<file path="config.mk">
export PLATFORM = sky130hd
export DESIGN_NAME = line_numbering_text_filter
export DESIGN_NICKNAME = d
export VERILOG_FILES = /design/src/hw/rtl/lntf_pkg.sv /design/src/hw/rtl/lntf_front.sv /design/src/hw/rtl/lntf_queue.sv /design/src/hw/rtl/lntf_back.sv /design/src/hw/rtl/line_numbering_text_filter.sv
export SDC_FILE = /design/constraint.sdc
export NUM_CORES = 1
export LEC_CHECK = 0
export BUFFER_PORTS_ARGS = -buffer_cell sky130_fd_sc_hd__buf_2
export CAP_MARGIN = 20
export CORE_UTILIZATION = 50
export DETAILED_ROUTE_END_ITERATION = 8
export HOLD_SLACK_MARGIN = 0.12
export PLACE_DENSITY = 0.72
export SYNTH_ARGS = -nofsm -noshare
export SYNTH_HDL_FRONTEND = slang
export SYNTH_SLANG_ARGS = --single-unit
</file>
<file path="constraint.sdc">
create_clock -name clock -period 3.52 [get_ports clock]
set_input_delay 0.352 -clock clock [delete_from_list [all_inputs] [get_ports clock]]
set_output_delay 0.352 -clock clock [all_outputs]
set_load 0.1 [all_outputs]
</file>
<file path="src/hw/rtl/lntf_pkg.sv">
// lntf_pkg: shared constants, types and helpers for the line numbering text filter
// depends on nothing; used by every module of the block
`default_nettype none

package lntf_pkg;

   // number column width in decimal digits
   localparam int NUMBER_DIGITS = 6;
   localparam int BCD_W = 4 * NUMBER_DIGITS;
   localparam int DIGIT_IDX_W = (NUMBER_DIGITS > 1) ? $clog2(NUMBER_DIGITS) : 1;

   // job queue between front and back
   localparam int QUEUE_DEPTH = 4;
   localparam int QPTR_W = $clog2(QUEUE_DEPTH);
   localparam int QCNT_W = $clog2(QUEUE_DEPTH + 1);

   // configuration port
   localparam int CSR_INDEX_W = 3;
   localparam int CSR_DATA_W = 8;
   localparam logic [CSR_INDEX_W-1:0] CSR_NUMBER_MODE = 3'd0;
   localparam logic [CSR_INDEX_W-1:0] CSR_SQUEEZE_BLANK = 3'd1;
   localparam logic [CSR_INDEX_W-1:0] CSR_SHOW_ENDS = 3'd2;
   localparam logic [CSR_INDEX_W-1:0] CSR_SHOW_TABS = 3'd3;
   localparam logic [CSR_INDEX_W-1:0] CSR_SHOW_NONPRINTING = 3'd4;

   // number modes
   localparam logic [1:0] NUM_NONE = 2'd0;
   localparam logic [1:0] NUM_ALL = 2'd1;

   // character codes
   localparam logic [7:0] CH_TAB = 8'h09;
   localparam logic [7:0] CH_NEWLINE = 8'h0A;
   localparam logic [7:0] CH_SPACE = 8'h20;
   localparam logic [7:0] CH_DOLLAR = 8'h24;
   localparam logic [7:0] CH_DASH = 8'h2D;
   localparam logic [7:0] CH_ZERO = 8'h30;
   localparam logic [7:0] CH_QUESTION = 8'h3F;
   localparam logic [7:0] CH_I = 8'h49;
   localparam logic [7:0] CH_M = 8'h4D;
   localparam logic [7:0] CH_CARET = 8'h5E;
   localparam logic [7:0] CH_DEL = 8'h7F;
   localparam logic [7:0] CH_CTRL_END = 8'h20;
   localparam logic [7:0] CH_CTRL_OFFSET = 8'h40;

   // one classified input byte, as handed from front to back
   typedef struct packed {
      logic [BCD_W-1:0] bcd;
      logic             num_en;
      logic             dollar;
      logic             meta;
      logic             caret;
      logic [7:0]       ch;
   } job_type;

   // back sequencer steps, in emission order
   typedef enum logic [2:0] {
      STEP_DIGIT,
      STEP_NUM_TAB,
      STEP_DOLLAR,
      STEP_META_M,
      STEP_META_DASH,
      STEP_CARET,
      STEP_CHAR
   } step_type;

   // saturating bcd increment; stays at all nines
   function automatic logic [BCD_W-1:0] bcd_inc_sat(input logic [BCD_W-1:0] v);
      logic [BCD_W-1:0] r;
      logic             carry;
      logic             all_nines;
      logic [3:0]       d;
      r = v;
      carry = 1'b1;
      all_nines = 1'b1;
      for (int i = 0; i < NUMBER_DIGITS; i++) begin
         d = v[4*i +: 4];
         if (d != 4'd9) begin
            all_nines = 1'b0;
         end
         if (carry) begin
            if (d >= 4'd9) begin
               r[4*i +: 4] = 4'd0;
            end else begin
               r[4*i +: 4] = d + 4'd1;
               carry = 1'b0;
            end
         end
      end
      return all_nines ? v : r;
   endfunction

endpackage

`default_nettype wire

</file>
<file path="src/hw/rtl/lntf_front.sv">
// lntf_front: accepts input transactions, holds configuration and line state,
// classifies each byte into a job; depends on lntf_pkg
`default_nettype none

module lntf_front (
   input  wire                               clock,
   input  wire                               reset,
   // input channel
   input  wire                               req_push,
   output logic                              req_full,
   input  wire  [7:0]                        req_in_byte,
   input  wire                               req_file_start,
   // configuration port
   input  wire                               csr_valid,
   output logic                              csr_ready,
   input  wire  [lntf_pkg::CSR_INDEX_W-1:0]  csr_index,
   input  wire  [lntf_pkg::CSR_DATA_W-1:0]   csr_wdata,
   // job queue write side
   output logic                              job_push,
   output lntf_pkg::job_type                 job_data,
   input  wire                               job_full
);

   logic [1:0]                  number_mode_ff, number_mode_in;
   logic                        squeeze_ff, squeeze_in;
   logic                        show_ends_ff, show_ends_in;
   logic                        show_tabs_ff, show_tabs_in;
   logic                        show_np_ff, show_np_in;
   logic                        at_line_start_ff, at_line_start_in;
   logic [1:0]                  newline_run_ff, newline_run_in;
   logic [lntf_pkg::BCD_W-1:0]  bcd_ff, bcd_in;

   logic       accept;
   logic       nl;
   logic       drop;
   logic       als_eff;
   logic [1:0] run_eff;
   logic       numbering;
   logic       num_en;
   logic       tab_caret;
   logic [7:0] c1;
   logic [7:0] c2;
   logic       np;
   logic       np_caret;
   logic [7:0] ch_out;

   assign csr_ready = 1'b1;
   assign req_full  = job_full;
   assign accept    = req_push && !job_full;

   // classification of the incoming byte
   always_comb begin
      nl        = (req_in_byte == lntf_pkg::CH_NEWLINE);
      als_eff   = req_file_start ? 1'b1 : at_line_start_ff;
      run_eff   = req_file_start ? 2'd1 : newline_run_ff;
      drop      = nl && squeeze_ff && (run_eff >= 2'd2);
      numbering = (number_mode_ff == lntf_pkg::NUM_ALL) || (number_mode_ff[1] && !nl);
      num_en    = als_eff && numbering;

      tab_caret = show_tabs_ff && (req_in_byte == lntf_pkg::CH_TAB);
      c1        = tab_caret ? lntf_pkg::CH_I : req_in_byte;
      np        = show_np_ff && (c1 != lntf_pkg::CH_TAB) && (c1 != lntf_pkg::CH_NEWLINE);
      c2        = np ? {1'b0, c1[6:0]} : c1;
      np_caret  = np && ((c2 < lntf_pkg::CH_CTRL_END) || (c2 == lntf_pkg::CH_DEL));
      if (np && (c2 < lntf_pkg::CH_CTRL_END)) begin
         ch_out = c2 + lntf_pkg::CH_CTRL_OFFSET;
      end else if (np && (c2 == lntf_pkg::CH_DEL)) begin
         ch_out = lntf_pkg::CH_QUESTION;
      end else begin
         ch_out = c2;
      end

      job_push        = accept && !drop;
      job_data.bcd    = bcd_ff;
      job_data.num_en = num_en;
      job_data.dollar = show_ends_ff && nl;
      job_data.meta   = np && c1[7];
      job_data.caret  = tab_caret || np_caret;
      job_data.ch     = ch_out;
   end

   // line state update on every transaction that is not dropped
   always_comb begin
      at_line_start_in = at_line_start_ff;
      newline_run_in   = newline_run_ff;
      bcd_in           = bcd_ff;
      if (job_push) begin
         at_line_start_in = nl;
         if (nl) begin
            newline_run_in = (run_eff < 2'd2) ? run_eff + 2'd1 : run_eff;
         end else begin
            newline_run_in = 2'd0;
         end
         if (num_en) begin
            bcd_in = lntf_pkg::bcd_inc_sat(bcd_ff);
         end
      end
   end

   // configuration register writes
   always_comb begin
      number_mode_in = number_mode_ff;
      squeeze_in     = squeeze_ff;
      show_ends_in   = show_ends_ff;
      show_tabs_in   = show_tabs_ff;
      show_np_in     = show_np_ff;
      if (csr_valid && csr_ready) begin
         case (csr_index)
            lntf_pkg::CSR_NUMBER_MODE:      number_mode_in = csr_wdata[1:0];
            lntf_pkg::CSR_SQUEEZE_BLANK:    squeeze_in     = csr_wdata[0];
            lntf_pkg::CSR_SHOW_ENDS:        show_ends_in   = csr_wdata[0];
            lntf_pkg::CSR_SHOW_TABS:        show_tabs_in   = csr_wdata[0];
            lntf_pkg::CSR_SHOW_NONPRINTING: show_np_in     = csr_wdata[0];
            default: ;
         endcase
      end
   end

   always_ff @(posedge clock) begin
      if (reset) begin
         number_mode_ff   <= lntf_pkg::NUM_NONE;
         squeeze_ff       <= 1'b0;
         show_ends_ff     <= 1'b0;
         show_tabs_ff     <= 1'b0;
         show_np_ff       <= 1'b0;
         at_line_start_ff <= 1'b1;
         newline_run_ff   <= 2'd1;
         bcd_ff           <= lntf_pkg::BCD_W'(1);
      end else begin
         number_mode_ff   <= number_mode_in;
         squeeze_ff       <= squeeze_in;
         show_ends_ff     <= show_ends_in;
         show_tabs_ff     <= show_tabs_in;
         show_np_ff       <= show_np_in;
         at_line_start_ff <= at_line_start_in;
         newline_run_ff   <= newline_run_in;
         bcd_ff           <= bcd_in;
      end
   end

endmodule

`default_nettype wire

</file>
<file path="src/hw/rtl/lntf_queue.sv">
// lntf_queue: short job queue that decouples front and back
// depends on lntf_pkg
`default_nettype none

module lntf_queue (
   input  wire                     clock,
   input  wire                     reset,
   input  wire                     push,
   input  wire lntf_pkg::job_type  push_data,
   output logic                    full,
   input  wire                     pop,
   output lntf_pkg::job_type       pop_data,
   output logic                    empty
);

   lntf_pkg::job_type              mem_ff [lntf_pkg::QUEUE_DEPTH];
   logic [lntf_pkg::QPTR_W-1:0]    wr_ptr_ff, wr_ptr_in;
   logic [lntf_pkg::QPTR_W-1:0]    rd_ptr_ff, rd_ptr_in;
   logic [lntf_pkg::QCNT_W-1:0]    count_ff, count_in;
   logic                           do_push;
   logic                           do_pop;

   assign full     = (count_ff == lntf_pkg::QCNT_W'(lntf_pkg::QUEUE_DEPTH));
   assign empty    = (count_ff == '0);
   assign pop_data = mem_ff[rd_ptr_ff];
   assign do_push  = push && !full;
   assign do_pop   = pop && !empty;

   // pointer and count update
   always_comb begin
      wr_ptr_in = do_push ? wr_ptr_ff + 1'b1 : wr_ptr_ff;
      rd_ptr_in = do_pop ? rd_ptr_ff + 1'b1 : rd_ptr_ff;
      count_in  = count_ff;
      if (do_push && !do_pop) begin
         count_in = count_ff + 1'b1;
      end else if (do_pop && !do_push) begin
         count_in = count_ff - 1'b1;
      end
   end

   always_ff @(posedge clock) begin
      if (reset) begin
         wr_ptr_ff <= '0;
         rd_ptr_ff <= '0;
         count_ff  <= '0;
      end else begin
         wr_ptr_ff <= wr_ptr_in;
         rd_ptr_ff <= rd_ptr_in;
         count_ff  <= count_in;
      end
   end

   // storage
   always_ff @(posedge clock) begin
      if (do_push) begin
         mem_ff[wr_ptr_ff] <= push_data;
      end
   end

endmodule

`default_nettype wire

</file>
<file path="src/hw/rtl/lntf_back.sv">
// lntf_back: expands each job into output bytes, one per cycle while not stalled,
// into an output register; depends on lntf_pkg
`default_nettype none

module lntf_back (
   input  wire                     clock,
   input  wire                     reset,
   // job queue read side
   input  wire lntf_pkg::job_type  job_data,
   input  wire                     job_empty,
   output logic                    job_pop,
   // result channel
   output logic                    rsp_empty,
   input  wire                     rsp_pop,
   output logic [7:0]              rsp_out_byte,
   output logic                    rsp_last_of_run
);

   localparam logic [lntf_pkg::DIGIT_IDX_W-1:0] TOP_DIGIT =
      lntf_pkg::DIGIT_IDX_W'(lntf_pkg::NUMBER_DIGITS - 1);

   lntf_pkg::job_type                   cur_ff, cur_in;
   logic                                busy_ff, busy_in;
   lntf_pkg::step_type                  step_ff, step_in;
   logic [lntf_pkg::DIGIT_IDX_W-1:0]    idx_ff, idx_in;
   logic                                lead_ff, lead_in;
   logic                                out_valid_ff, out_valid_in;
   logic [7:0]                          out_byte_ff, out_byte_in;
   logic                                out_last_ff, out_last_in;

   logic       advance;
   logic       finishing;
   logic       load;
   logic [3:0] digit;
   logic       lead_now;
   logic [7:0] cur_byte;

   // first step at or after s that this job needs
   function automatic lntf_pkg::step_type skip(input lntf_pkg::job_type j,
                                               input lntf_pkg::step_type s);
      lntf_pkg::step_type r;
      r = s;
      if (r == lntf_pkg::STEP_DIGIT && !j.num_en) begin
         r = lntf_pkg::STEP_DOLLAR;
      end
      if (r == lntf_pkg::STEP_DOLLAR && !j.dollar) begin
         r = lntf_pkg::STEP_META_M;
      end
      if (r == lntf_pkg::STEP_META_M && !j.meta) begin
         r = lntf_pkg::STEP_CARET;
      end
      if (r == lntf_pkg::STEP_CARET && !j.caret) begin
         r = lntf_pkg::STEP_CHAR;
      end
      return r;
   endfunction

   assign rsp_empty       = !out_valid_ff;
   assign rsp_out_byte    = out_byte_ff;
   assign rsp_last_of_run = out_last_ff;

   // byte for the current step
   always_comb begin
      digit = cur_ff.bcd[4*idx_ff +: 4];
      if (digit > 4'd9) begin
         digit = 4'd9;
      end
      lead_now = lead_ff && (digit == 4'd0) && (idx_ff != '0);
      case (step_ff)
         lntf_pkg::STEP_DIGIT:     cur_byte = lead_now ? lntf_pkg::CH_SPACE
                                                       : lntf_pkg::CH_ZERO + {4'd0, digit};
         lntf_pkg::STEP_NUM_TAB:   cur_byte = lntf_pkg::CH_TAB;
         lntf_pkg::STEP_DOLLAR:    cur_byte = lntf_pkg::CH_DOLLAR;
         lntf_pkg::STEP_META_M:    cur_byte = lntf_pkg::CH_M;
         lntf_pkg::STEP_META_DASH: cur_byte = lntf_pkg::CH_DASH;
         lntf_pkg::STEP_CARET:     cur_byte = lntf_pkg::CH_CARET;
         lntf_pkg::STEP_CHAR:      cur_byte = cur_ff.ch;
         default:                  cur_byte = cur_ff.ch;
      endcase
   end

   // sequencer: next step, job load and output register
   always_comb begin
      advance   = busy_ff && (!out_valid_ff || rsp_pop);
      finishing = advance && (step_ff == lntf_pkg::STEP_CHAR);
      load      = (!busy_ff || finishing) && !job_empty;
      job_pop   = load;

      cur_in  = cur_ff;
      busy_in = busy_ff;
      step_in = step_ff;
      idx_in  = idx_ff;
      lead_in = lead_ff;

      if (advance) begin
         case (step_ff)
            lntf_pkg::STEP_DIGIT: begin
               lead_in = lead_now;
               if (idx_ff == '0) begin
                  step_in = lntf_pkg::STEP_NUM_TAB;
               end else begin
                  idx_in = idx_ff - 1'b1;
               end
            end
            lntf_pkg::STEP_NUM_TAB:   step_in = skip(cur_ff, lntf_pkg::STEP_DOLLAR);
            lntf_pkg::STEP_DOLLAR:    step_in = skip(cur_ff, lntf_pkg::STEP_META_M);
            lntf_pkg::STEP_META_M:    step_in = lntf_pkg::STEP_META_DASH;
            lntf_pkg::STEP_META_DASH: step_in = skip(cur_ff, lntf_pkg::STEP_CARET);
            lntf_pkg::STEP_CARET:     step_in = lntf_pkg::STEP_CHAR;
            lntf_pkg::STEP_CHAR:      busy_in = 1'b0;
            default:                  busy_in = 1'b0;
         endcase
      end

      if (load) begin
         cur_in  = job_data;
         busy_in = 1'b1;
         step_in = skip(job_data, lntf_pkg::STEP_DIGIT);
         idx_in  = TOP_DIGIT;
         lead_in = 1'b1;
      end

      out_valid_in = out_valid_ff;
      out_byte_in  = out_byte_ff;
      out_last_in  = out_last_ff;
      if (advance) begin
         out_valid_in = 1'b1;
         out_byte_in  = cur_byte;
         out_last_in  = (step_ff == lntf_pkg::STEP_CHAR);
      end else if (rsp_pop) begin
         out_valid_in = 1'b0;
      end
   end

   always_ff @(posedge clock) begin
      if (reset) begin
         busy_ff      <= 1'b0;
         step_ff      <= lntf_pkg::STEP_CHAR;
         idx_ff       <= '0;
         lead_ff      <= 1'b1;
         out_valid_ff <= 1'b0;
      end else begin
         busy_ff      <= busy_in;
         step_ff      <= step_in;
         idx_ff       <= idx_in;
         lead_ff      <= lead_in;
         out_valid_ff <= out_valid_in;
      end
   end

   // payload registers
   always_ff @(posedge clock) begin
      cur_ff      <= cur_in;
      out_byte_ff <= out_byte_in;
      out_last_ff <= out_last_in;
   end

endmodule

`default_nettype wire

</file>
<file path="src/hw/rtl/line_numbering_text_filter.sv">
// line_numbering_text_filter: top level, front classifier, job queue and back expander
// depends on lntf_pkg, lntf_front, lntf_queue, lntf_back
//
//  channel   handshake              payload
//  req       req_push / req_full    req_in_byte[7:0], req_file_start
//  rsp       rsp_pop / rsp_empty    rsp_out_byte[7:0], rsp_last_of_run
//  csr       csr_valid / csr_ready  csr_index[2:0], csr_wdata[7:0]
//
// the front takes one input transaction per cycle while the job queue has room
// the back emits one output byte per cycle while the output is popped or empty;
// an item's bytes come from its expansion (line number and tab, dollar, M- prefix, caret, byte)
// a squeezed newline leaves no job and never reaches the back
// reset is synchronous; csr_ready is always high
// a stalled result holds in the output register while the front keeps filling the queue
`default_nettype none

module line_numbering_text_filter (
   input  wire                               clock,
   input  wire                               reset,
   input  wire                               req_push,
   output logic                              req_full,
   input  wire  [7:0]                        req_in_byte,
   input  wire                               req_file_start,
   output logic                              rsp_empty,
   input  wire                               rsp_pop,
   output logic [7:0]                        rsp_out_byte,
   output logic                              rsp_last_of_run,
   input  wire                               csr_valid,
   output logic                              csr_ready,
   input  wire  [lntf_pkg::CSR_INDEX_W-1:0]  csr_index,
   input  wire  [lntf_pkg::CSR_DATA_W-1:0]   csr_wdata
);

   logic               q_push;
   lntf_pkg::job_type  q_push_data;
   logic               q_full;
   logic               q_pop;
   lntf_pkg::job_type  q_pop_data;
   logic               q_empty;

   // classifier and line state
   lntf_front u_front (
      .clock          (clock),
      .reset          (reset),
      .req_push       (req_push),
      .req_full       (req_full),
      .req_in_byte    (req_in_byte),
      .req_file_start (req_file_start),
      .csr_valid      (csr_valid),
      .csr_ready      (csr_ready),
      .csr_index      (csr_index),
      .csr_wdata      (csr_wdata),
      .job_push       (q_push),
      .job_data       (q_push_data),
      .job_full       (q_full)
   );

   // job queue
   lntf_queue u_queue (
      .clock     (clock),
      .reset     (reset),
      .push      (q_push),
      .push_data (q_push_data),
      .full      (q_full),
      .pop       (q_pop),
      .pop_data  (q_pop_data),
      .empty     (q_empty)
   );

   // byte expander
   lntf_back u_back (
      .clock           (clock),
      .reset           (reset),
      .job_data        (q_pop_data),
      .job_empty       (q_empty),
      .job_pop         (q_pop),
      .rsp_empty       (rsp_empty),
      .rsp_pop         (rsp_pop),
      .rsp_out_byte    (rsp_out_byte),
      .rsp_last_of_run (rsp_last_of_run)
   );

endmodule

`default_nettype wire

</file>
Word-level counts from Yosys, hierarchy flattened
Memory sizes are Yosys's and may differ from the RTL's. A register that Yosys moved wholly into a read port is not among the register bits.
Index checks and enable logic that the tools add are counted.
- add/sub/neg operators: 14
- $lt $le $gt $ge: 10
- equality and inequality tests: 32
- shift operators: 1
- multiplexer cells: 82
- bitwise operators: 2
- reductions and logical operators: 76
- operators with widths (operator ; number):
    $mux 3 ; 25
    $pmux 8 s6 ; 1
    $mux 8 ; 5
    $mux 1 ; 36
    $logic_and 1x1->1 ; 29
    $mux 4 ; 7
    $add 4x1->4 const B ; 6
    $eq 3x3->1 const B ; 8
    $ge 4x4->1 const B ; 6
    $ne 4x4->1 const B ; 6
    $shiftx 24x6->4 ; 1
    $eq 3x2->1 const B ; 7
    $reduce_and 4->1 ; 5
    $pmux 3 s6 ; 1
    $eq 8x4->1 const B ; 2
    $ne 8x4->1 const B ; 2
    $mux 2 ; 7
    $reduce_and 2->1 ; 7
    $logic_not 1->1 ; 13
    $logic_not 3->1 ; 4
    $reduce_and 3->1 ; 4
    $add 8x7->8 const B ; 1
    $eq 8x7->1 const B ; 1
    $lt 8x6->1 const B ; 1
    20 further kinds ; 32
- bits in registers: 93
- memory bits (writable): 144
- output and inout port bits: 12
- word-level logic and storage cells: 247
- memories: 1
- memories (memory ; depth ; bits a word ; rd ports ; clocked after memory_dff ; wr ports ; RTL line ; source):
    u_queue.mem_ff ; 4 ; 36 ; 1 ; 1 ; 1 ; lntf_queue.sv:16 ; lntf_pkg::job_type mem_ff [lntf_pkg::QUEUE_DEPTH];

Longest topological paths before layout
Gate-level depths: netlist (run 1).
- depth in word-level cells: 20
- mapped depth: 10
- mapped depth without buffers: 10

Hierarchy
Synthesis (run 1) repeated with hierarchy kept, for this count alone.
- cell total of the unflattened synthesis: 688
- area, all modules: 10333.7 um^2
- modules (own cells, without submodules) (module ; instances ; cells an instance ; area an instance (um^2) ; sequential area each (um^2)):
    lntf_queue ; 1 ; 236 ; 5696.7 ; 4504.3
    lntf_back ; 1 ; 190 ; 2403.6 ; 1501.4
    lntf_front ; 1 ; 262 ; 2233.4 ; 660.6

Worst setup path after synthesis (run 1)
No wires, ideal clock.
- path type: register -> register
- start: register u_queue.count_ff[0] in the netlist's numbering
- end: register u_queue.count_ff[2] in the netlist's numbering
- arrival: 4.095 ns
- setup slack: -0.645 ns
- cell stages (with the launch flop): 10
- path through: dfxtp_1 > nor3b_1 > a211o_1 > inv_1 > ha_1 > inv_1 > fa_1 > xor2_1 > or3_1 > a21oi_1
- word-level cells in the longest chain between the ends: 8
- ends and longest elaborated chain (element ; RTL line ; source):
    start: declaration ; lntf_queue.sv:19 ; logic [lntf_pkg::QCNT_W-1:0] count_ff, count_in;
    start signal: assignment ; lntf_queue.sv:49 ; count_ff <= count_in;
    $eq 3x3->1 * ; lntf_queue.sv:23 ; assign full = (count_ff == lntf_pkg::QCNT_W'(lntf_pkg::QUEUE_DEPTH));
    via req_full ; line_numbering_text_filter.sv:21 ; output logic req_full,
    $logic_not 1->1 * ; lntf_front.sv:49, lntf_queue.sv:26 ;
    $logic_and 1x1->1 ; lntf_front.sv:49 ; assign accept = req_push && !job_full;
    $logic_and 1x1->1 ; lntf_front.sv:73 ; job_push = accept && !drop;
    $logic_and 1x1->1 * ; lntf_queue.sv:26 ; assign do_push = push && !full;
    via u_queue.do_push ; lntf_queue.sv:20 ; logic do_push;
    $logic_not 1->1 ; lntf_queue.sv:36 ; end else if (do_pop && !do_push) begin
    $logic_and 1x1->1 ; lntf_queue.sv:36 ;
    $reduce_bool 2->1 (no line) ; n/a ;
The timed path passes the listed nets; every way through them passes the cells marked *. The select of a mux whose other input is x is not followed.
A chain may end at the register's enable or synchronous reset.

Final worst setup path (run 1)
- start: input req_in_byte[2]
- end: register u_queue.count_ff[2] in the netlist's numbering
- word-level cells in the longest chain between the ends: 9
- ends and longest elaborated chain (element ; RTL line ; source):
    start: declaration ; line_numbering_text_filter.sv:22 ; input wire [7:0] req_in_byte,
    $eq 8x4->1 * ; lntf_front.sv:53 ; nl = (req_in_byte == lntf_pkg::CH_NEWLINE);
    $logic_and 1x1->1 * (2 in a row) ; lntf_front.sv:56 ; drop = nl && squeeze_ff && (run_eff >= 2'd2);
    $logic_not 1->1 * ; lntf_front.sv:73 ;
    $logic_and 1x1->1 * ; lntf_front.sv:73 ;
    $logic_and 1x1->1 * ; lntf_queue.sv:26 ;
    via u_queue.do_push ; lntf_queue.sv:20 ;
    $logic_not 1->1 ; lntf_queue.sv:36 ;
    $logic_and 1x1->1 ; lntf_queue.sv:36 ;
    $reduce_bool 2->1 (no line) ; n/a ;
The timed path passes the listed nets; every way through them passes the cells marked *.

==> impl_metrics.ini, run 1 <==
[run_status]
outcome = complete, no violations

[final_layout]
final_cell_mix = edfxtp_1 (188), nor2_1 (51), dfxtp_1 (50)
final_common_cell = edfxtp_1
fin_util_pct = 58.10
fillCellCount = 1470
nets = 778
drive_gt1_share_pct = 18.40
synthToLayoutAreaGrowth_pct = 13.39
antenna_cells = 0

[global_routing]
grt_max_degree = 49
grt_pass1_wl_mm = 30.02
grt_pass1_vias = 5877
overflow = 0
antenna_found_initial = 0
track_usage_pct = 19.04

[clocking]
cts_tree = done
clkSlewWorstSetupHoldPaths_ns = 0.06
post_cts_resized = 0
cts_setup_buffers = 0
clkSinkCount = 239
clk_path_buf_depth = 3
clock_latency_ns = 0.51
cts_htree_levels = 1
cts-root-buf = clkbuf_16
cts_made_buffers = 24

[worst_setup_path]
cp_data_required_time_ns = 3.95
cp_max_fo = 8
cp_common_cell = inv_1
cp_slowest_stage_delay_ns = 0.56
path_class = input pin to register
worst_setup_path_end_kind = register
critical_path.slowest_cell = or4b_4
crit_path_start_kind = input pin
path_cells = dlygate4sd3_1, buf_2, or4b_4, nor4_1, a211o_1, inv_1, ha_1, inv_1, fa_1, xor2_1, or3_1, a21oi_1
arrival_ns = 3.60

[synthesis]
synthCells = 679
yosysWarnings = 0
synth_fp_nets = 735
syn_avg_cell_area_um2 = 14.78
yosysSeqAreaShare_pct = 66.42
yosys_register_bits = 239
synth_cell_types = 67
yosysTopAreaCell = edfxtp_1
synth_top_cell_area_share_pct = 56.25
synthTopCellsByArea = edfxtp_1 (56%), dfxtp_1 (10%), mux4_2 (8.1%)
async_flop_share_pct = 0
synth_edf_count = 188
syn-cell-area_mm2 = 0.01004
synthFlopType = edfxtp_1

[floorplan]
io_pins = 37
die_h_um = 143.7
fp.dieW_um = 143.7
rows = 51
initial_core_util_pct = 51.24
dieArea_mm2 = 0.02065
fp.coreArea_mm2 = 0.01959

[routing]
drcViolationCount = 0
vias_per_cell = 5.685
post_drt_wl_per_cell_um = 18.81
vias = 5708
drt-total-wl_mm = 18.89
dr.pass1.iters = 5
drtIter0Drc = 515
antenna_left = 0

[timing]
finalSetupViolations = 0
fin_crit_ns = 3.163
max_slew_margin_pct = 31.94
setup_tns_ns = 0
rsz0062_at_grt = no
hold_viol_final = 0
fin_ws_ns = 0.3574
max_freq_mhz = 316.2
post-route-period-util_pct = 89.85
maxSlewViolCount = 0
worst-slew-pin-transition_ns = 1.013
whs_ns = 0.1581
clock-skew-final_ns = 0.01255

[power]
p_switching_mw = 2.693
p_int_mw = 6.119
ir_drop_mv = 0.4054
p_total_mw = 8.813
p_per_area_mw_per_mm2 = 774.3
leakage_nw = 3.843
switching_share_pct = 30.56
p_clk_share_pct = 29.8
seq_power_share_pct = 45.4
pwr-share-comb_pct = 24.8

[place]
dp_hpwl_mm = 11.90
place_congestion = 0.8332
dp_slack_ns = 0.4212
portBuffers = 29

[worst_hold_path]
hold_path_class = input pin to register

[flow_run]
maxCapViolations = 0
## worst max-delay path, delay by kind of cell
kind                     cells  cell delay, ns
buffers and inverters        4            0.95
adder cells (fa/ha/maj)      2            0.43
AO/OA/AOI/OAI                2            0.48
AND/OR/NAND/NOR              3            1.31
XOR/XNOR                     1            0.08
## cells in the mapped netlist (3+ instances only)
master and count:
nand3_1 11, o21ai_1 7, nand2_1 29, o21ai_0 12, clkbuf_1 19, xnor2_1 3
nor2_1 51, o31ai_1 4, or4_1 3, edfxtp_1 188, nor3_1 16, a31oi_1 6
a21oi_1 30, o211ai_1 4, a41oi_1 3, nor3b_1 3, mux4_2 36, inv_1 30
nand4_1 8, dfxtp_1 51, ha_1 30, nor4_1 3, and2_1 14, or3_1 5
nand3b_1 3, nor2b_1 4, or3b_2 4, buf_1 7, mux2_2 4, xor2_1 5
nand4b_1 6, o22ai_1 4, a211oi_1 5, nand2b_1 9, mux2i_1 16, and3_1 3
## flip-flops by register name, summed over array words and instances (netlist names), named ones only
name	cells
u_back.busy_ff	1
u_back.cur_ff	35
u_back.idx_ff	3
u_back.lead_ff	1
u_back.out_valid_ff	1
u_back.rsp_last_of_run	1
u_back.rsp_out_byte	8
u_back.step_ff	3
u_front.at_line_start_ff	1
u_front.bcd_ff	24
u_front.newline_run_ff	2
u_front.number_mode_ff	2
u_front.show_ends_ff	1
u_front.show_np_ff	1
u_front.show_tabs_ff	1
u_front.squeeze_ff	1
u_queue.count_ff	3
u_queue.mem_ff	144
u_queue.rd_ptr_ff	2
u_queue.wr_ptr_ff	2
## metrics by stage
step | std cells | cell area (µm²)
6_report | 1004 | 11380
5_1_grt | 1004 | 11380
2_1_floorplan | 679 | 10040
4_1_cts | 1004 | 11380
3_3_place_gp | 954 | 10480
3_5_place_dp | 954 | 10480
## cell families (layout without fill, tap and decap cells)
family | Yosys count | count (layout) | share of synthesized area [%]
buf+inv | 62 | 122 | 2.493
simple gates | 183 | 183 | 9.748
fa+ha+maj | 31 | 31 | 3.939
mux | 56 | 56 | 10.12
flops | 239 | 239 | 66.42
other cells | 1 | 1 | 0.03736
compound gates | 99 | 99 | 6.545
xor+xnor | 8 | 8 | 0.6981
## power by group through the flow
stage | logic (mW) | registers (mW) | clock network [mW]
global route | 2.36 | 4.06 | 2.79
floorplan | 1.44 | 4.24 | 0
global placement | 2.14 | 4.03 | 0
finish | 2.18 | 4.00 | 2.63
CTS | 2.20 | 4.01 | 2.68
detailed placement | 2.18 | 4.06 | 0
## layer usage
layer	global-route usage (%)	routed length, µm
met1	25.50	8181
met3	2.466	906
met5	0	0
met2	31.68	9370
met4	7.559	431
## timing repair
action / CTS / global route
hold endpoints to repair: 22 / 0
setup endpoints to repair: 0 / 0
hold buffers: 7 / 0
## layout make-up
cell class	count	area, µm²	share of cell area [%]
Tap cell	265	331.6	2.913
Clock inverter	16	191.4	1.682
Inverter	31	116.4	1.022
Clock buffer	27	643.1	5.651
Timing Repair Buffer	48	305.3	2.683
Sequential cell	239	6668	58.59
Multi-Input combinational cell	378	3126	27.46
## path summary, 6_finish.rpt
kind | from | slack [ns] | cells after the start | endpoint
max | req_in_byte[2] | 0.36 | 12 | u_queue.count_ff[2]$_SDFFE_PP0P_
min | csr_wdata[0] | 0.16 | 3 | u_front.show_tabs_ff$_SDFFE_PP0P_
max reg2reg | u_front.bcd_ff[20]$_SDFFE_PP0P_ | 0.81 | 6 | u_front.bcd_ff[3]$_SDFFE_PP0P_
min reg2reg | u_back.lead_ff$_SDFFE_PP1P_ | 0.46 | 1 | u_back.lead_ff$_SDFFE_PP1P_
Note: power is estimated with default switching activity, not from simulation.
==> inputs of run 2 (changes only) <==
- CTS_BUF_LIST: unset -> sky130_fd_sc_hd__clkbuf_2 sky130_fd_sc_hd__clkbuf_4 sky130_fd_sc_hd__clkbuf_8
==> impl_metrics.ini, run 2 (same netlist as run 1, synthesis figures left out) <==
[run_status]
outcome = complete, no violations

[timing]
max_freq_mhz = 317.7
max_slew_margin_pct = 30.11
finalSetupViolations = 0
hold_viol_final = 0
setup_tns_ns = 0
maxSlewViolCount = 0
rsz0062_at_grt = no
fin_crit_ns = 3.147
worst-slew-pin-transition_ns = 1.040
clock-skew-final_ns = 0.02941
post-route-period-util_pct = 89.41

[global_routing]
track_usage_pct = 19.08
antenna_found_initial = 0
overflow = 0
gr-usage-met3_pct = 3.565
grt_pass1_vias = 5961
grt_util_met1_pct = 24.67
grt_max_degree = 49
top_usage_layer = met2
met2_usage_pct = 31.73
grt_pass1_wl_mm = 29.91

[final_layout]
final-instance-count-excl-fill = 1023
synthToLayoutAreaGrowth_pct = 12.15
drive_gt1_share_pct = 20.18
fillCellCount = 1478
antenna_cells = 0
largest_reg_flops = 144
largestRegisters = u_queue.mem_ff: 144 flops, u_back.cur_ff: 35 flops, u_front.bcd_ff: 24 flops
regArea_mm2 = 0.006668
nets = 792
final_common_cell = edfxtp_1
fin_area_mm2 = 0.01126
multi_input_area_mm2 = 0.003126
top_register = u_queue.mem_ff
final_cell_mix = edfxtp_1 (188), nor2_1 (51), dfxtp_1 (50)

[place]
dp.cells = 954
dp_hpwl_mm = 11.90
place_congestion = 0.8332
portBuffers = 29
dpl-instance-area_mm2 = 0.01048

[floorplan]
rows = 51
io_pins = 37
initial_core_util_pct = 51.24
fp.dieW_um = 143.7
die_h_um = 143.7
dieArea_mm2 = 0.02065
fp.coreArea_mm2 = 0.01959

[clocking]
cts_hold_buf = 7
post_cts_resized = 0
clkSlewWorstSetupHoldPaths_ns = 0.06
clkSinkCount = 239
clk_path_buf_depth = 3
clock_latency_ns = 0.53
cts_setup_buffers = 0
cts_made_buffers = 38
cts_tree = done
cts-root-buf = clkbuf_8
cts_htree_levels = 2

[routing]
drtIter0Drc = 465
dr.pass1.iters = 4
drt-total-wl_mm = 18.93
vias = 5782
vias_per_cell = 5.652
antenna_left = 0
post_drt_wl_per_cell_um = 18.50
drcViolationCount = 0

[worst_setup_path]
cp_data_required_time_ns = 3.95
worst_setup_path_end_kind = register
arrival_ns = 3.58
path_class = input pin to register
crit_path_start_kind = input pin
cp_max_fo = 8

[power]
leakage_nw = 3.805
ir_drop_mv = 0.3467
p_total_mw = 8.419
p_per_area_mw_per_mm2 = 747.9

[flow_run]
maxCapViolations = 0

[worst_hold_path]
hold_path_class = input pin to register
[run 2: changes by cell type in the layout (fill, tap and decap cells not counted), moves of 3 or more]
cell | previous run | this run
clkbuf_8 | 1 | 40
clkbuf_16 | 25 | 0
clkbuf_4 | 0 | 9
bufinv_16 | 4 | 1
clkinv_1 | 3 | 6
clkinv_2 | 8 | 5
[run 2: path summary, 6_finish.rpt]
kind                                   start                                end  slack, ns  cells after the start
max                           req_in_byte[2]   u_queue.count_ff[2]$_SDFFE_PP0P_       0.37                     12
min                             csr_wdata[0]  u_front.show_tabs_ff$_SDFFE_PP0P_       0.16                      3
max reg2reg  u_front.bcd_ff[20]$_SDFFE_PP0P_     u_front.bcd_ff[3]$_SDFFE_PP0P_       0.80                      6
min reg2reg      u_back.lead_ff$_SDFFE_PP1P_        u_back.lead_ff$_SDFFE_PP1P_       0.46                      1
[run 2: area by class of cell]
cell class	instances	share of cell area [%]
clock inverter	13	0.8225
sequential	239	59.23
tap	265	2.945
clock buffer	49	5.491
timing repair buffer	48	2.712
inverter	31	1.034
multi-input combinational	378	27.76
[run 2: layer usage]
layer  up-vias  part of all wire [%]  wire (µm)
li1       2720                     -          -
met1      2869                    43       8086
met2       158                    50       9512
met3        35                   4.5        853
met4         0                   2.5        477
met5         -                     0          0
[run 2: stage by stage]
step | utilization (%) | hold slack (ns) | worst slack, ns
5_1_grt | 57.46 | 0.1585 | 0.2548
3_5_place_dp | 53.48 | 0.4505 | 0.4212
3_3_place_gp | 53.48 | 0.4446 | 0.5235
2_1_floorplan | - | 0.4346 | 0.4348
4_1_cts | 57.46 | 0.1302 | 0.4011
6_report | 57.46 | 0.1607 | 0.3726
[run 2: where the power goes]
| part | switching, mW | internal, mW |
|---|---|---|
| clock | 1.01 | 1.22 |
| combinational | 1.39 | 0.792 |
| sequential | 0.286 | 3.72 |
[run 2: critical path, stage by stage]
cell	delay, ns
dlygate4sd3_1	0.53
buf_2	0.16
or4b_4	0.56
nor4_1	0.44
a211o_1	0.33
inv_1	0.16
ha_1	0.24
inv_1	0.09
fa_1	0.19
xor2_1	0.08
or3_1	0.31
a21oi_1	0.15
==> inputs of run 3 (changes only) <==
- PLACE_DENSITY: 0.72 -> 0.74
==> impl_metrics.ini, run 3 (same netlist as run 1, synthesis figures left out) <==
[run_status]
outcome = complete, no violations

[routing]
vias = 5751
drt-total-wl_mm = 18.84
vias_per_cell = 5.611
drcViolationCount = 0
dr.pass1.iters = 4
drtIter0Drc = 384
post_drt_wl_per_cell_um = 18.38
antenna_left = 0

[final_layout]
final-instance-count-excl-fill = 1025
final_cell_mix = edfxtp_1 (188), nor2_1 (51), dfxtp_1 (50)
top_register = u_queue.mem_ff
nets = 791
antenna_cells = 0
drive_gt1_share_pct = 20.39
final_common_cell = edfxtp_1
largest_reg_flops = 144
fin_area_mm2 = 0.01127
largestRegisters = u_queue.mem_ff: 144 flops, u_back.cur_ff: 35 flops, u_front.bcd_ff: 24 flops
synthToLayoutAreaGrowth_pct = 12.25
fin_util_pct = 57.51

[timing]
finalSetupViolations = 0
hold_viol_final = 0
setup_tns_ns = 0
max_slew_margin_pct = 29.52
post-route-period-util_pct = 86.37
maxSlewViolCount = 0
clock-skew-final_ns = 0.02155
fin_ws_ns = 0.4797
worst-slew-pin-transition_ns = 1.049
max_freq_mhz = 328.9
whs_ns = 0.1493
rsz0062_at_grt = no
fin_crit_ns = 3.040

[global_routing]
grt_max_degree = 50
track_usage_pct = 19.24
grt_pass1_vias = 5994
antenna_found_initial = 0
overflow = 0
grt_pass1_wl_mm = 29.79

[worst_setup_path]
cp_data_required_time_ns = 3.96
cp_max_fo = 8
crit_path_start_kind = input pin
worst_setup_path_end_kind = register
rr_worst_depth = 6
path_class = input pin to register
arrival_ns = 3.48

[flow_run]
maxCapViolations = 0

[floorplan]
io_pins = 37
fp.dieW_um = 143.7
dieArea_mm2 = 0.02065
fp.coreArea_mm2 = 0.01959
rows = 51
die_h_um = 143.7
initial_core_util_pct = 51.24

[clocking]
cts_tree = done
post_cts_resized = 0
clk_path_buf_depth = 3
cts_setup_buffers = 0
clkSlewWorstSetupHoldPaths_ns = 0.06
cts-root-buf = clkbuf_8
clock_latency_ns = 0.54
cts_made_buffers = 38
clkSinkCount = 239
cts_htree_levels = 2
cts_hold_buf = 8

[place]
dp_hpwl_mm = 12.26
place_congestion = 0.9423
portBuffers = 29
dp_slack_ns = 0.4869
dpl-instance-area_mm2 = 0.01046
dp.cells = 952

[power]
p_total_mw = 8.420
leakage_nw = 3.802
ir_drop_mv = 0.3063
p_per_area_mw_per_mm2 = 747.3

[worst_hold_path]
hold_path_class = input pin to register
whs_path_depth = 3
[run 3: cell count changes in the layout (fill, tap and decap cells not counted), sizes merged]
cell,delta
buf,-2
clkinvlp,+2
clkbuf,+1
dlygate4sd3,+1
[run 3: power by group]
group / internal (mW) / switching, mW / total [mW]
registers: 3.72 / 0.303 / 4.02
logic: 0.788 / 1.37 / 2.16
clock network: 1.22 / 1.01 / 2.24
total: 5.73 / 2.69 / 8.42
[run 3: worst paths after layout]
kind	from	slack, ns	endpoint
max	req_in_byte[2]	0.48	u_queue.count_ff[2]$_SDFFE_PP0P_
min reg2reg	u_back.lead_ff$_SDFFE_PP1P_	0.47	u_back.lead_ff$_SDFFE_PP1P_
min	rsp_pop	0.15	u_back.out_valid_ff$_SDFFE_PP0P_
max reg2reg	u_front.bcd_ff[20]$_SDFFE_PP0P_	0.70	u_front.bcd_ff[3]$_SDFFE_PP0P_
[run 3: area by class of cell]
class | count | area, µm²
Fill cell | 1476 | 8323
Timing Repair Buffer | 47 | 300.3
Multi-Input combinational cell | 378 | 3126
Sequential cell | 239 | 6668
Clock buffer | 50 | 619.3
Clock inverter | 15 | 106.4
Inverter | 31 | 116.4
Tap cell | 265 | 331.6
[run 3: layer usage]
metal / routed length [µm] / track usage [%] / vias up
met5: 0 / 0 / -
met4: 488 / 8.399 / 0
met1: 8145 / 23.66 / 2845
met2: 9438 / 33.27 / 143
met3: 764 / 3.499 / 39
li1: - / - / 2724
[run 3: worst max-delay path, cell delays in order]
cell and delay [ns]:
dlygate4sd3_1 0.54, buf_2 0.16, or4b_4 0.55, nor4_1 0.39
a211o_1 0.32, inv_1 0.15, ha_1 0.23, inv_1 0.08
fa_1 0.19, xor2_1 0.07, or3_1 0.31, a21oi_1 0.14
